### config.mk
export PLATFORM = sky130hd
export DESIGN_NAME = qgi_ram
export DESIGN_NICKNAME = d
export VERILOG_FILES = /design/src/rtl/qgi_ram.sv
export SDC_FILE = /design/constraint.sdc
export NUM_CORES = 2
export LEC_CHECK = 0
export BUFFER_PORTS_ARGS = -buffer_cell sky130_fd_sc_hd__buf_2
export CORE_UTILIZATION = 30
export DETAILED_ROUTE_END_ITERATION = 16
export HOLD_SLACK_MARGIN = 0.02
export SYNTH_ARGS = -nofsm -noshare
export SYNTH_HDL_FRONTEND = slang
export SYNTH_SLANG_ARGS = --single-unit
export TNS_END_PERCENT = 30
### constraint.sdc
create_clock -name clock -period 2.2 [get_ports clock]
set_input_delay 0.11 -clock clock [delete_from_list [all_inputs] [get_ports clock]]
set_output_delay 0.11 -clock clock [all_outputs]
set_load 0.02 [all_outputs]
### src/rtl/qgi_ram.sv
module qgi_ram #(
   parameter int WIDTH = 8,
   parameter int DEPTH = 256
) (
   input  logic                     clock,
   input  logic                     we,
   input  logic [$clog2(DEPTH)-1:0] waddr,
   input  logic [WIDTH-1:0]         wdata,
   input  logic [$clog2(DEPTH)-1:0] raddr,
   output logic [WIDTH-1:0]         rdata
);

   logic [WIDTH-1:0] mem [DEPTH];

   always_ff @(posedge clock) begin
      if (we) begin
         mem[waddr] <= wdata;
      end
      rdata <= mem[raddr];
   end

endmodule

==> run metrics <==
Routed WL 210000 um; Buffers on Ports 33; DIE AREA 267000 um^2; die height 517 um; Synth Net Count 3759; R2R Setup Slk -0.11 ns; Crit path depth 6; Register-to-Register Path Depth 6; critical path class flip-flop to flip-flop; Die Wd 517 um; cell internal pwr 63.8 mW; worst setup path endpoint rdata[7]; Comb pwr share 5.8%; WHS 0.0678 ns; Compound-Gate Fraction of Synth Area 3.42%; area grow syn2layout 20.4%; most common cell in the synthesized netlist edfxtp_1; Critical Path Most Common Cell mux4_2; Setup crit end kind flip-flop; simple-gate area share of the yosys netlist 2.63%; clock slew at reported path FFs 0.07 ns; Period Utilization, post-route 105%; Slew Limit Headroom 29.5%; endpoints failing setup 5; pwr/cell area 851 nW/um^2; I/O pin count 34; Max Slew Vio Count 0; H-tree Lvls 4; met3 usage 2.79%; row count 188; dominant cells by area after synthesis edfxtp_1, mux4_2, mux2i_1, nor2_1, a22oi_1; root buf cell clkbuf_16; Avg Inst Size Synth 21.3 um^2; cell area after layout 95800 um^2; Clock Latency Late Sink 0.84 ns; Max Fclk 433 MHz; largest family of logic cells by synthesized area multiplexers; CP Data Required Time 2.90 ns; clock share of power 41.2%; Syn. warnings 0; layout cells sized above 1 32.4%; Final Hold Fails 0; first-pass GRT wire length 303000 um; first drt pass iteration count 6; final setup margin -0.108 ns; vias per cell 5.07; Max Cap Violations 0; Starting Density 30.3%; startpoint type of the worst setup path flip-flop; Net Switching 17.7 mW; r2r endpoint rdata[7]; gpl congestion 0.875; clk_skew 0.0423 ns; Post-synth top flop edfxtp_1; number of flops mapped to enable cells by yosys 2048; minimum clock period 2.31 ns; slowest CP cell mux4_2; detailed-route wire length per cell 25.9 um; Vias 41100; reg-to-reg critical path startpoint mem[66][7]; CTS max path bufs 3; Yosys reg bits 2056; crit path cell chain mux4_2 -> mux4_2 -> nor2b_4 -> nor4_4 -> buf_4 -> nor4_2; class of the worst hold path input pin to flip-flop; CP startpoint mem[66][7]; share of synthesized registers carrying an async set or reset 0%; Synth Area in XOR/XNOR 0%; top cells by count, synth edfxtp_1, mux4_2, nor2_1, mux2i_1, a22oi_1; status finished with violations; CTS sink count 2056; initial DRC count 4656; Hold Path Stages 4; critical path arrival 3.01 ns; initial antenna violation count 20; Area after DPL 88900 um^2; synthesized cell area 79600 um^2; area share of fa/ha/maj cells after synthesis 0%; M2 GR Usage 25.4%; Buf+Inv Stages, Crit Path 1; RSZ-0062 raised after global routing yes; sw frac 21.7%; VDD IR max 0.860 mV; sequential share of power 53.0%; core area 263000 um^2; DRC Markers 0; Routed Antenna Nets 0; crit-path max FO 1; pin count of the biggest net entering global routing 111; violations in the final reports negative setup slack; Yosys top cell by area edfxtp_1; total track usage 15.7%; Synth Instances 3733; final core utilization 36.4%; global route hottest layer met2; vias in the first global route 41400; Nets 4441; grt total ovfl 0; Seq/Total Area, Yosys 77.5%; synth unique cells 55; crit-path leading delay family multiplexers; cts bufs inserted 198; post-place setup slack -1.40 ns; DP Wirelength 136000 um; LEAKAGE 30.4 nW; worst-margin pin slew 1.05 ns; post-synthesis mux area share 14.6%; Worst path max stage delay 0.58 ns; CTS tree built; # fillers 24100; M1 GR Usage 21.7%; area share of the largest cell type after synthesis 77.3%
-- layer usage --
layer | up-vias | wire (um)
met4 | 0 | 5370
met2 | 1788 | 101000
met3 | 317 | 17600
li1 | 17100 | -
met1 | 21900 | 86300
met5 | - | 0
-- power groups by stage --
stage | logic (mW) | registers (mW) | clock network, mW
global route | 4.94 | 43.2 | 35.6
floorplan | 2.10 | 44.1 | 0
CTS | 4.70 | 43.3 | 34.1
detailed placement | 4.60 | 44.1 | 0
finish | 4.69 | 43.2 | 33.6
global placement | 4.57 | 44.1 | 0
-- worst register-to-register path: stages, from the launching register on --
cell and delay (ns):
edfxtp_1 0.38, mux4_2 0.51, mux4_2 0.58, nor2b_4 0.20, nor4_4 0.28, buf_4 0.18
nor4_2 0.04
-- final cells by class --
class	instances	area, um^2	area share, %
Multi-Input combinational cell	1442	16800	17.5
Sequential cell	2056	61700	64.4
Tap cell	3515	4400	4.59
Timing Repair Buffer	715	6530	6.82
Clock inverter	115	1170	1.22
Clock buffer	253	5220	5.45
Antenna cell	3	7.51	0.00784
Inverter	2	7.51	0.00784
-- metrics by stage --
stage | instances | total power [mW] | setup TNS (ns)
global placement | 7715 | 48.7 | -7.37
global route | 8099 | 83.8 | -0.601
floorplan | 3733 | 46.2 | 0
finish | 8101 | 81.6 | -0.336
CTS | 8099 | 82.1 | -0.540
detailed placement | 7715 | 48.7 | -7.34
-- sequential cells by signal, summed over array words and instances, names as in the netlist --
signal and count:
mem 2048, rdata 8
-- repair_timing --
| action | in CTS | in global routing |
|---|---|---|
| endpoints found under the hold margin | 1479 | 0 |
| pin swaps | 6 | 11 |
| resized for setup | 31 | 24 |
| endpoints found under the setup margin | 8 | 8 |
| hold buffers | 16 | 0 |
| setup buffers | 0 | 0 |
-- cell families after synthesis --
family	after synthesis
DFF	2056
muxes	591
and+or+nand+nor	466
AOI/OAI and AO/OA	385
buffers and inverters	235
-- how the worst min path moves through the flow --
stage / endpoint / slack (ns) / from
5_1_grt: mem[220][3] / 0.06 / waddr[3]
2_1_floorplan: mem[0][0] / 0.21 / wdata[0]
6_report: mem[220][3] / 0.07 / waddr[3]
3_3_place_gp: mem[29][7] / 0.51 / wdata[7]
3_5_place_dp: mem[29][7] / 0.51 / wdata[7]
4_1_cts: mem[220][3] / 0.02 / waddr[3]
-- cells in the final DEF, fill, tap and decap left out, types with 9 or more instances in the layout --
master / netlist / final
buf_2: 31 / 21
buf_12: 8 / 88
nor2_1: 282 / 279
clkinv_2: 0 / 30
nand2_1: 33 / 33
buf_4: 27 / 580
a22oi_1: 133 / 132
nor3_1: 22 / 15
a211oi_1: 16 / 11
nor4_1: 24 / 10
nor4_2: 3 / 12
buf_8: 13 / 10
mux4_2: 454 / 454
mux2i_1: 134 / 134
dlygate4sd3_1: 0 / 16
clkinv_1: 1 / 46
nand3_1: 34 / 34
nand4_1: 10 / 10
o211ai_1: 10 / 10
a21oi_1: 96 / 96
bufinv_16: 0 / 16
edfxtp_1: 2048 / 2048
clkbuf_1: 111 / 51
o21ai_0: 10 / 9
nor2b_1: 31 / 24
o22ai_1: 28 / 28
o221ai_1: 46 / 44
clkbuf_16: 0 / 200
Power figures use the tool's default switching activity.
