`config.mk`:
```
export PLATFORM = sky130hd
export DESIGN_NAME = qgi_addsub
export DESIGN_NICKNAME = d
export VERILOG_FILES = /design/src/rtl/qgi_pkg.sv /design/src/rtl/qgi_addsub.sv
export SDC_FILE = /design/constraint.sdc
export NUM_CORES = 1
export LEC_CHECK = 0
export ABC_CLOCK_PERIOD_IN_PS = 3100
export BUFFER_PORTS_ARGS = -buffer_cell sky130_fd_sc_hd__buf_4
export CAP_MARGIN = 0
export CORE_MARGIN = 2
export CORE_UTILIZATION = 50
export DETAILED_ROUTE_END_ITERATION = 10
export PLACE_DENSITY_LB_ADDON = 0.08
export REMOVE_ABC_BUFFERS = 1
export SLEW_MARGIN = 40
export SYNTH_ARGS = -nofsm -noshare
export SYNTH_HDL_FRONTEND = slang
export SYNTH_SLANG_ARGS = --single-unit
export TNS_END_PERCENT = 100
```
`constraint.sdc`:
```
create_clock -name vclk -period 3.1
set_input_delay 0 -clock vclk [all_inputs]
set_output_delay 0 -clock vclk [all_outputs]
set_load 0.01 [all_outputs]
```
`src/rtl/qgi_pkg.sv`:
```
package qgi_pkg;

   localparam int MAX_Q   = 8;
   localparam int MAX_LEN = 65536;

   localparam int QLEN_W  = 4;
   localparam int VAL_W   = 17;
   localparam int IDX_W   = 17;
   localparam int ADDR_W  = $clog2(MAX_LEN);
   localparam int LEN_W   = ADDR_W + 1;
   localparam int RANK_W  = 2 * MAX_Q;
   localparam int CNT_W   = (LEN_W > RANK_W + 1) ? LEN_W : RANK_W + 1;
   localparam int DIR_RAM_DEPTH = 1 << RANK_W;

   localparam int CSR_ADDR_W = 2;
   localparam int CSR_DATA_W = 32;
   localparam logic [CSR_ADDR_W-1:0] CSR_QLEN_ADDR = '0;
   localparam logic [QLEN_W-1:0] QLEN_RESET = 4'd4;

   localparam logic [1:0] FUNC_LOAD = 2'd0;
   localparam logic [1:0] FUNC_DIR  = 2'd1;
   localparam logic [1:0] FUNC_POS  = 2'd2;

   localparam logic [1:0] STAT_OK        = 2'd0;
   localparam logic [1:0] STAT_RANGE     = 2'd1;
   localparam logic [1:0] STAT_NOT_BUILT = 2'd2;

   typedef struct packed {
      logic clr;
      logic shift;
      logic back;
   } rank_ctl_type;

   function automatic logic [QLEN_W-1:0] clamp_q(input logic [QLEN_W-1:0] q);
      logic [QLEN_W-1:0] r;
      begin
         r = q;
         if (q == '0) r = QLEN_W'(1);
         if (q > QLEN_W'(MAX_Q)) r = QLEN_W'(MAX_Q);
         return r;
      end
   endfunction

   function automatic logic [RANK_W-1:0] rank_mask(input logic [QLEN_W-1:0] q);
      logic [RANK_W:0] m;
      begin
         m = ((RANK_W+1)'(1) << {q, 1'b0}) - (RANK_W+1)'(1);
         return m[RANK_W-1:0];
      end
   endfunction

   function automatic logic [CNT_W-1:0] dir_lim(input logic [QLEN_W-1:0] q);
      return CNT_W'(1) << {q, 1'b0};
   endfunction

endpackage

```
`src/rtl/qgi_addsub.sv`:
```
module qgi_addsub import qgi_pkg::*; (
   input  logic [VAL_W-1:0] a,
   input  logic [VAL_W-1:0] b,
   input  logic             sub,
   output logic [VAL_W-1:0] y
);

   assign y = sub ? (a - b) : (a + b);

endmodule

```
==> results of run 1 <==
placed cells by master, fill, tap and decap left out, types with 2 or more instances in the layout:
master,synthesis,final
a21oi_1,17,17
nand4_1,3,3
nor4_1,2,2
nor2_1,17,17
nor3_1,2,2
a31oi_1,2,2
or4_1,2,2
inv_1,14,14
nand2_1,6,6
o21ai_0,9,9
ha_1,17,17
buf_4,0,52
a21o_1,3,3
o31ai_1,2,2
xnor2_1,21,21
xor2_1,9,9
o21bai_1,2,2
worst paths after layout:
check,to,slack (ps),depth (start not counted)
min,y[0],370,4
max,y[14],210,12
cells by family (layout without fill, tap and decap cells):
group           count (synthesis)  in the layout  synth area share
buf+inv                        18             66           0.05986
xor+xnor                       31             31            0.2472
mux                             1              1          0.008870
compound gates                 48             48            0.2738
simple gates                   41             41            0.2040
fa+ha+maj                      18             18            0.2062
cell type report:
cell class / instances / area share
repair buffers: 52 / 0.2537
inverters: 14 / 0.03415
multi-input cells: 139 / 0.6894
well taps: 28 / 0.02276
per-stage QoR:
| step | setup slack, ps | cells | power, W | instance area [sq um] |
|---|---|---|---|---|
| 2_1_floorplan | 650.1 | 153 | 0.0002861 | 1114 |
| 3_3_place_gp | 347.1 | 233 | 0.0004716 | 1539 |
| 3_5_place_dp | 240.4 | 233 | 0.0004863 | 1539 |
| 4_1_cts | 244.5 | 233 | 0.0004874 | 1539 |
| 5_1_grt | 19.25 | 233 | 0.0005307 | 1539 |
| 6_report | 211.6 | 233 | 0.0004896 | 1539 |
synthesized netlist by cell type (2+ instances only):
cell and n:
a21o_1 3, a21oi_1 17, a31oi_1 2, clkbuf_1 3, ha_1 17, inv_1 14
nand2_1 6, nand4_1 3, nor2_1 17, nor3_1 2, nor4_1 2, o21ai_0 9
o21bai_1 2, o31ai_1 2, or4_1 2, xnor2_1 21, xor2_1 9
report_power, final:
group,total [W],leakage (nW),internal [W],switching [W]
registers,0,0,0,0
logic,0.000490,0.719,0.000243,0.000246
clock network,0,0,0,0
total,0.000490,0.719,0.000243,0.000246
routing by layer:
layer	vias to the layer above	wire, microns	track usage	part of all wire
li1	666	-	-	-
met1	612	1336	0.2988	0.43
met2	55	1585	0.4530	0.50
met3	6	179	0.008621	0.057
met4	0	37	0.02632	0.012
met5	-	0	0	0
==> key figures, run 1 <==
Floorplan
  – Die X: between 50 and 60 microns
  – Rows: 17
  – Die Footprint: about 2700 sq um
  – IO Pins: between 50 and 60
  – CORE AREA: 2170 sq um
  – Initial Util: 0.5202
  – Die Span Y: 51.51 microns

Timing
  – Setup TNS: 0 ps
  – Final-report setup violation count: 0
  – RSZ-0062 raised after global routing: no
  – Slew HR: 0.6706
  – Worst slew pin tran: about 500 ps
  – Final Hold Vio Count: 0
  – Crit share post-route: 0.9318
  – F_max: 346.2 MHz
  – Final-report max-slew violation count: 0
  – Tmin final: around 2900 ps
  – Hold_ws: 368.8 ps

Cells and area
  – Area of the multi-input gates: 1061 sq um
  – Nets: 260
  – Seq cells: 0
  – Register Area: 0 sq um
  – Layout clock buffer count: 0
  – Area growth syn-to-layout: 36.36%
  – Final core utilization: 0.7093
  – ANT cells: 0
  – Share of cells above drive strength 1: 0.2878
  – FILL cells: just under 200

Critical path
  – CP Cell Sequence: buf_4 -> or4_1 -> o21ai_2 -> o21ai_0 -> xnor2_1 -> ha_1 -> nand2_1 -> nor4_1 -> nor2_1 -> o311a_1 -> xnor2_1 -> buf_4
  – CP Class: in2out
  – CP max FO: 5
  – Critical Path AT: 2890 ps
  – CP endpoint kind: primary output
  – CP startpoint kind: primary input
  – WP buf/inv: 2
  – Req. time, crit path: ~3100 ps
  – Critical Path Max Stage Delay: 560 ps
  – Worst Setup SP: b[2]
  – Crit-path slowest cell: or4_1
  – Top cell family by delay on the critical path: simple AND/OR/NAND/NOR gates

Synthesis
  – YS warnings: 0
  – Yosys top cell by area: ha_1
  – Seq/Total Area, Yosys: 0
  – Syn Std Cell Area: 1129 sq um
  – Synth Instances: 157
  – Top post-synthesis cells by area: ha_1, xnor2_1, a21oi_1, xor2_1, nor2_1
  – Mean Syn Cell Area: 7.188 sq um
  – Synth top area share: 0.1885
  – Distinct cells, synth: 43

Hold path
  – Hold path startpoint: b[0]
  – Worst min-delay path class: in2out

Power
  – LEAKAGE: ~0.72 nW
  – Worst vdd ir: between 0.15 and 0.2 mV
  – Pwr Density: 318.1 nW/um^2

GRT
  – Grt total ovfl: 0
  – Largest net degree at the start of global routing: 13
  – First-pass GRT wire length: approximately 5.1 mm
  – GR Util All Layers: 0.2363
  – Antenna violations before repair: 0
  – Vias in the first global route: 1260

Drt
  – Via density: 5.747
  – DR pass1 iterations: 4
  – DRT antenna net count: 0
  – Detailed-route wire length: 3.139 mm
  – DRC Markers: 0
  – Vias: between 1000 and 1500
  – DRT iter0 DRCs: 25
  – Avg WL per Cell: ~13 microns

Placement
  – Port buffer count: 52
  – RePlAce Congestion: roughly 0.86
  – DP HPWL: 2.755 mm

Run status
  – Outcome: complete, no violations

Clocking
  – Post-CTS Hold Fix Bufs: 0
  – Setup bufs post-CTS: 0
  – Post-CTS sizing: 0

Job
  – Max Cap Viol: 0
Note: power is estimated with default switching activity, not from simulation.
==> run 2, diff against run 1 <==
Settings changed: ABC_AREA set to 1, CAP_MARGIN 0 to 20, CORE_UTILIZATION 50 to 54.
==> key figures, run 2 <==
Drt
  – DRT iter0 DRCs: 83 (was 25)
  – DRT antenna net count: 0 (unchanged)
  – Avg WL per Cell: 10.07 microns (was 13.47 microns)
  – Vias: 1848 (was 1339)
  – Detailed-route wire length: 3.706 mm (was 3.139 mm)
  – Via density: 5.022 (was 5.747)
  – DR pass1 iterations: 4 (unchanged)
  – DRC Markers: 0 (unchanged)

Cells and area
  – FILL cells: 257 (was 197)
  – Area growth syn-to-layout: 26.81% (was 36.36%)
  – Non-Filler Instances: 368 (was 233)
  – Final Cell Area: 1923 sq um (was 1539 sq um)
  – Area of the multi-input gates: 1308 sq um (was 1061 sq um)
  – Register Area: 0 sq um (unchanged)
  – ANT cells: 0 (unchanged)
  – Layout clock buffer count: 0 (unchanged)
  – Share of cells above drive strength 1: 0.2136 (was 0.2878)
  – Commonest non-fill, non-tap cell in the layout: nand2_1 (was buf_4)
  – Most frequent cells in the layout: nand2_1, buf_4, inv_1, nor2_1, nand3_1 (was buf_4, xnor2_1, a21oi_1, nor2_1, ha_1)
  – Nets: 392 (was 260)
  – Seq cells: 0 (unchanged)

Critical path
  – CP endpoint kind: primary output (unchanged)
  – Worst Setup SP: b[1] (was b[2])
  – CP startpoint kind: primary input (unchanged)
  – Critical Path AT: 2110 ps (was 2890 ps)
  – Req. time, crit path: 3100 ps (about the same)
  – CP Class: in2out (unchanged)
  – CP max FO: 4 (was 5)
  – Crit path to: y[14] (unchanged)

Synthesis
  – Syn Std Cell Area: 1516 sq um (was 1129 sq um)
  – Top post-synthesis cells by area: nand2_1, ha_1, inv_1, xor2_1, nor2_1 (was ha_1, xnor2_1, a21oi_1, xor2_1, nor2_1)
  – Seq/Total Area, Yosys: 0 (unchanged)
  – Count leader, synth: nand2_1 (was xnor2_1)
  – Synth top area share: 0.2500 (was 0.1885)
  – Synth Instances: 287 (was 157)
  – Top post-synthesis cells by count: nand2_1, inv_1, nor2_1 (was xnor2_1, a21oi_1, ha_1, nor2_1, inv_1)
  – Distinct cells, synth: 26 (was 43)
  – YS warnings: 0 (unchanged)
  – Mean Syn Cell Area: 5.284 sq um (was 7.188 sq um)
  – Yosys top cell by area: nand2_1 (was ha_1)

Power
  – Comb power frac: 1.000 (about the same)
  – Pwr Density: 269.7 nW/um^2 (was 318.1 nW/um^2)
  – LEAKAGE: 1.126 nW (was 0.7188 nW)
  – Sequential Power Share: 0 (about the same)
  – Portion of total power attributed to the clock network: 0 (about the same)
  – Pint: 0.0002302 W (was 0.0002432 W)
  – Worst vdd ir: 0.2101 mV (was 0.1707 mV)
  – Sw power: 0.0002885 W (was 0.0002463 W)
  – Sw Ratio: 0.5561 (was 0.5032)

Placement
  – DP HPWL: 3.341 mm (was 2.755 mm)
  – Port buffer count: 52 (unchanged)
  – # placed instances: 368 (was 233)
  – Post-DP Area: 1923 sq um (was 1539 sq um)
  – RePlAce Congestion: 0.9049 (was 0.8621)

Floorplan
  – CORE AREA: 2710 sq um (was 2170 sq um)
  – Die Span Y: 56.99 microns (was 51.51 microns)
  – Initial Util: 0.5596 (was 0.5202)
  – IO Pins: 52 (unchanged)
  – Rows: 19 (was 17)
  – Die Footprint: 3248 sq um (was 2653 sq um)
  – Die X: 56.99 microns (was 51.51 microns)

Timing
  – Setup TNS: 0 ps (unchanged)
  – Final-report max-slew violation count: 0 (unchanged)
  – Crit share post-route: 0.6796 (was 0.9318)
  – Slew HR: 0.7079 (was 0.6706)
  – Final-report setup violation count: 0 (unchanged)
  – Worst slew pin tran: 433.6 ps (was 492.6 ps)
  – Tmin final: 2107 ps (was 2888 ps)
  – F_max: 474.6 MHz (was 346.2 MHz)
  – Final Hold Vio Count: 0 (unchanged)
  – RSZ-0062 raised after global routing: no (unchanged)

GRT
  – Antenna violations before repair: 0 (unchanged)
  – GR Util All Layers: 0.2317 (was 0.2363)
  – First-pass GRT wire length: 6.382 mm (was 5.057 mm)
  – Grt total ovfl: 0 (unchanged)
  – Vias in the first global route: 1616 (was 1260)
  – Largest net degree at the start of global routing: 12 (was 13)

Clocking
  – Setup bufs post-CTS: 0 (unchanged)
  – Post-CTS sizing: 0 (unchanged)
  – Post-CTS Hold Fix Bufs: 0 (unchanged)

Run status
  – Outcome: complete, no violations (unchanged)

Hold path
  – Worst min-delay path class: in2out (unchanged)

Job
  – Max Cap Viol: 0 (unchanged)
[run 2: cell count changes in the layout (fill, tap and decap cells not counted), sizes merged, moves of 3 or more]
cell,before,now
a21o,3,0
a21oi,18,14
inv,14,49
nand2,6,107
nand3,1,21
nor2,17,32
nor4,3,0
or4,3,0
xnor2,22,6
xor2,9,14
[run 2: final cells by class]
cell class	count	area share
inverter	49	0.09694
multi-input combinational	236	0.6799
tap	31	0.02017
timing repair buffer	52	0.2030
[run 2: worst min path at each step]
| stage | start | endpoint | slack (ps) | cells after the start |
|---|---|---|---|---|
| global route | b[0] | y[0] | 370 | 4 |
| global placement | b[0] | y[0] | 350 | 4 |
| detailed placement | b[0] | y[0] | 360 | 4 |
| finish | b[0] | y[0] | 350 | 4 |
| floorplan | b[0] | y[0] | 150 | 2 |
| CTS | b[0] | y[0] | 360 | 4 |
[run 2: critical path: stages]
cell and delay [ps]:
buf_4 110, inv_1 90, ha_1 210, nand2_2 90
o21ai_2 200, xnor2_1 140, inv_1 70, ha_1 340
nand2_2 100, inv_1 80, a21oi_2 180, nor2_1 70
nor2_1 130, nand2_1 60, nand2_1 50, nand2_1 40
buf_4 130
[run 2: power by group through the flow]
| stage | logic [W] | registers, W | clock network (W) |
|---|---|---|---|
| floorplan | 0.000328 | 0 | 0 |
| global placement | 0.000510 | 0 | 0 |
| detailed placement | 0.000518 | 0 | 0 |
| CTS | 0.000519 | 0 | 0 |
| global route | 0.000580 | 0 | 0 |
| finish | 0.000519 | 0 | 0 |
[run 2: kinds of logic (layout without fill, tap and decap cells)]
group | after synthesis | after routing | share of synthesized area
simple gates | 170 | 170 | 0.4802
buf+inv | 51 | 101 | 0.1378
compound gates | 28 | 28 | 0.1130
xor+xnor | 20 | 20 | 0.1155
fa+ha+maj | 18 | 18 | 0.1535
[run 2: metal layers]
| layer | up-vias | share of wire | GRT usage |
|---|---|---|---|
| li1 | 991 | - | - |
| met1 | 803 | 0.46 | 0.3109 |
| met2 | 50 | 0.49 | 0.4319 |
| met3 | 4 | 0.042 | 0.004535 |
| met4 | 0 | 0.0081 | 0.01661 |
| met5 | - | 0 | 0 |
[run 2: stage by stage]
step | hold slack [ps] | power (W) | worst slack [ps] | utilization
2_1_floorplan | 148.3 | 0.0003276 | 1380 | -
6_report | 354.9 | 0.0005187 | 993.1 | 0.7096
5_1_grt | 374.3 | 0.0005800 | 781.4 | 0.7096
3_5_place_dp | 356.5 | 0.0005176 | 995.7 | 0.7096
3_3_place_gp | 350.0 | 0.0005098 | 1027 | 0.7096
4_1_cts | 360.0 | 0.0005187 | 985.5 | 0.7096
==> run 3, diff against run 2 <==
Settings changed: ABC_AREA 1 to 0, ABC_CLOCK_PERIOD_IN_PS 3100 to 1900, CORE_UTILIZATION 54 to 45.
Clock period 3.1 ns to 1.9 ns, I/O delays scaled along.
==> key figures, run 3 <==
Synthesis
  – Count leader, synth: xnor2_1 (was nand2_1)
  – Synth top area share: 0.1885 (was 0.2500)
  – Distinct cells, synth: 43 (was 26)
  – Top post-synthesis cells by area: ha_1, xnor2_1, a21oi_1, xor2_1, nor2_1 (was nand2_1, ha_1, inv_1, xor2_1, nor2_1)
  – Syn Std Cell Area: 1129 sq um (was 1516 sq um)
  – Synth Instances: 157 (was 287)
  – YS warnings: 0 (unchanged)
  – Yosys top cell by area: ha_1 (was nand2_1)
  – Top post-synthesis cells by count: xnor2_1, a21oi_1, ha_1, nor2_1, inv_1 (was nand2_1, inv_1, nor2_1)
  – Seq/Total Area, Yosys: 0 (unchanged)
  – Mean Syn Cell Area: 7.188 sq um (was 5.284 sq um)

Clocking
  – Post-CTS Hold Fix Bufs: 0 (unchanged)

Floorplan
  – Initial Util: 0.4640 (was 0.5596)
  – Die X: 54.08 microns (was 56.99 microns)
  – IO Pins: 52 (unchanged)
  – Die Span Y: 54.08 microns (was 56.99 microns)
  – Rows: 18 (was 19)

Placement
  – # placed instances: 300 (was 368)
  – Port buffer count: 52 (unchanged)
  – Post-DP Area: 2042 sq um (was 1923 sq um)
  – RePlAce Congestion: 0.7787 (was 0.9049)
  – DP HPWL: 3.273 mm (was 3.341 mm)

Timing
  – Worst endpoint pin kind: top-level output
  – Pin ending the worst setup path after global-route repair: y[15]

GRT
  – Largest net degree at the start of global routing: 7

Run status
  – First error: [ERROR DPL-0038] Utilization greater than 100%, impossible to legalize
  – Outcome: did not finish (was complete, no violations)
  – Stopped at: 5_1_grt
[run 3: changes by cell type after synthesis, sizes merged, moves of 3 or more]
cell / previous run / this run
nand2: 107 / 6
inv: 49 / 14
nand3: 21 / 1
xnor2: 6 / 22
nor2: 32 / 17
xor2: 14 / 9
a21oi: 14 / 18
a21o: 0 / 3
clkbuf: 0 / 3
nor4: 0 / 3
or4: 0 / 3
[run 3: per-stage QoR]
| stage | setup WS, ps | hold slack [ps] |
|---|---|---|
| after floorplan | -549.9 | 148.3 |
| after global placement | -809.4 | 364.3 |
| after detailed placement | -848.8 | 363.6 |
| after CTS | -819.3 | 363.6 |
[run 3: repair_timing]
action / CTS
endpoints found under the setup margin: 12
resized for setup: 48
setup buffers: 10
pin swaps: 21
hold endpoints to repair: 0
[run 3: logic make-up after synthesis]
group,after synthesis,share of synthesized area
buffers and inverters,18,0.05986
AO/OA/AOI/OAI,48,0.2738
adder cells (fa/ha/maj),18,0.2062
multiplexers,1,0.008870
AND/OR/NAND/NOR,41,0.2040
XOR/XNOR,31,0.2472
==> run 4, diff against run 3 <==
Settings changed: ABC_CLOCK_PERIOD_IN_PS 1900 to 2500, CORE_AREA set to 2 2 63 65, CORE_MARGIN 2 to unset, CORE_UTILIZATION 45 to unset, DIE_AREA set to 0 0 65 67, PLACE_DENSITY_LB_ADDON 0.08 to 0.15.
Clock period 1.9 ns to 2.5 ns, I/O delays scaled along.
==> key figures, run 4 (synthesis gave the netlist of run 1 again) <==
Critical path
  – CP max FO: 3
  – WP buf/inv: 4
  – CP Cell Sequence: buf_6 -> inv_2 -> ha_4 -> or4b_4 -> buf_6 -> o41ai_4 -> xor2_1 -> ha_1 -> a21oi_1 -> o21ai_2 -> a221o_1 -> a21oi_2 -> xnor2_1 -> buf_4
  – Worst path most repeated cell: buf_6
  – Req. time, crit path: 2500 ps
  – Top cell family by delay on the critical path: compound AO/OA/AOI/OAI gates
  – CP startpoint kind: primary input
  – Critical Path Max Stage Delay: 490 ps
  – CP Class: in2out
  – CP endpoint kind: primary output
  – Crit-path slowest cell: or4b_4
  – Critical Path AT: 2670 ps

GRT
  – Largest net degree at the start of global routing: 13
  – Vias in the first global route: 1475
  – Grt total ovfl: 0
  – Antenna violations before repair: 0
  – GR Util All Layers: 0.1816
  – First-pass GRT wire length: 6.396 mm

Timing
  – Final-report setup violation count: 5
  – Tmin final: 2671 ps
  – Final-report max-slew violation count: 0
  – Worst slew pin tran: about 340 ps
  – RSZ-0062 raised after global routing: yes
  – Final Hold Vio Count: 0
  – Slew HR: 0.7673
  – Worst setup margin: -170.9 ps
  – Hold_ws: 381.6 ps
  – F_max: 374.4 MHz
  – Crit share post-route: 1.068

Cells and area
  – Share of cells above drive strength 1: 0.5698
  – Nets: 313
  – Area growth syn-to-layout: 99.45%
  – Final core utilization: 0.6242
  – Commonest non-fill, non-tap cell in the layout: buf_4
  – Register Area: 0 sq um
  – Most frequent cells in the layout: buf_4, xnor2_1, nor2_1, ha_1, buf_6
  – Layout clock buffer count: 0
  – Seq cells: 0
  – Non-Filler Instances: 306
  – FILL cells: around 320
  – ANT cells: 0

Floorplan
  – Die Footprint: 4355 sq um
  – IO Pins: 52 (unchanged)
  – Die Span Y: 67 microns (was 54.08 microns)
  – Initial Util: 0.3130 (was 0.4640)
  – Rows: 22 (was 18)
  – CORE AREA: 3606 sq um
  – Die X: 65 microns (was 54.08 microns)

Job
  – Max Cap Viol: 0

Power
  – Pwr Density: 383.2 nW/um^2
  – LEAKAGE: 1.044 nW
  – Worst vdd ir: 0.1739 mV

Placement
  – # placed instances: 291 (was 300)
  – DP HPWL: 3.194 mm (was 3.273 mm)
  – RePlAce Congestion: 0.8504 (was 0.7787)
  – Port buffer count: 52 (unchanged)

Hold path
  – Hold Path Depth: 3
  – Hold path startpoint: a[1]
  – Worst min-delay path class: in2out
  – Endpoint, Worst Hold: y[1]

Drt
  – Via density: 5.033
  – DRT iter0 DRCs: 76
  – Vias: 1540
  – Detailed-route wire length: 4.193 mm
  – DRT antenna net count: 0
  – DRC Markers: 0
  – DR pass1 iterations: 4
  – Avg WL per Cell: 13.70 microns

Clocking
  – Post-CTS Hold Fix Bufs: 0 (unchanged)

Run status
  – Outcome: finished with violations (was did not finish)
  – Failing checks: setup timing
==> run 4: timing repair <==
action	CTS	global route
setup endpoints to repair	9	9
pin swaps	29	21
buffers inserted	9	7
resized for setup	38	32
==> run 4: how the worst max path moves through the flow <==
| stage | from | cells past startpoint | endpoint |
|---|---|---|---|
| final | b[0] | 14 | y[15] |
| after global routing | b[0] | 14 | y[16] |
| after CTS | b[1] | 15 | y[15] |
| after floorplan | b[2] | 10 | y[14] |
| after global placement | b[0] | 13 | y[15] |
| after detailed placement | b[0] | 13 | y[15] |
==> run 4: routing by layer <==
| metal | track usage | share of wire |
|---|---|---|
| met5 | 0 | 0 |
| met4 | 0 | 0.0060 |
| met3 | 0 | 0.025 |
| met2 | 0.3892 | 0.59 |
| met1 | 0.2094 | 0.38 |
==> run 4: layout make-up <==
cell class	instances	area, sq um	area share
Timing Repair Buffer	105	848.3	0.3769
Multi-Input combinational cell	139	1287	0.5720
Inverter	14	55.05	0.02446
Tap cell	48	60.06	0.02668
==> run 4: stage by stage <==
stage          total power [W]  TNS [ps]  setup slack [ps]  area, sq um
6_report             0.0008626    -571.9            -170.9         2251
2_1_floorplan        0.0003547         0             50.05         1114
5_1_grt              0.0009343     -1539            -289.4         2251
4_1_cts              0.0007733    -597.8            -186.8         2059
3_3_place_gp         0.0007011     -1160            -283.6         1849
3_5_place_dp         0.0007098     -1347            -317.4         1849
==> run 4: report_power, final <==
| part | switching, W | total, W | internal (W) |
|---|---|---|---|
| clock | 0 | 0 | 0 |
| sequential | 0 | 0 | 0 |
| combinational | 0.000394 | 0.000863 | 0.000469 |
| total | 0.000394 | 0.000863 | 0.000469 |
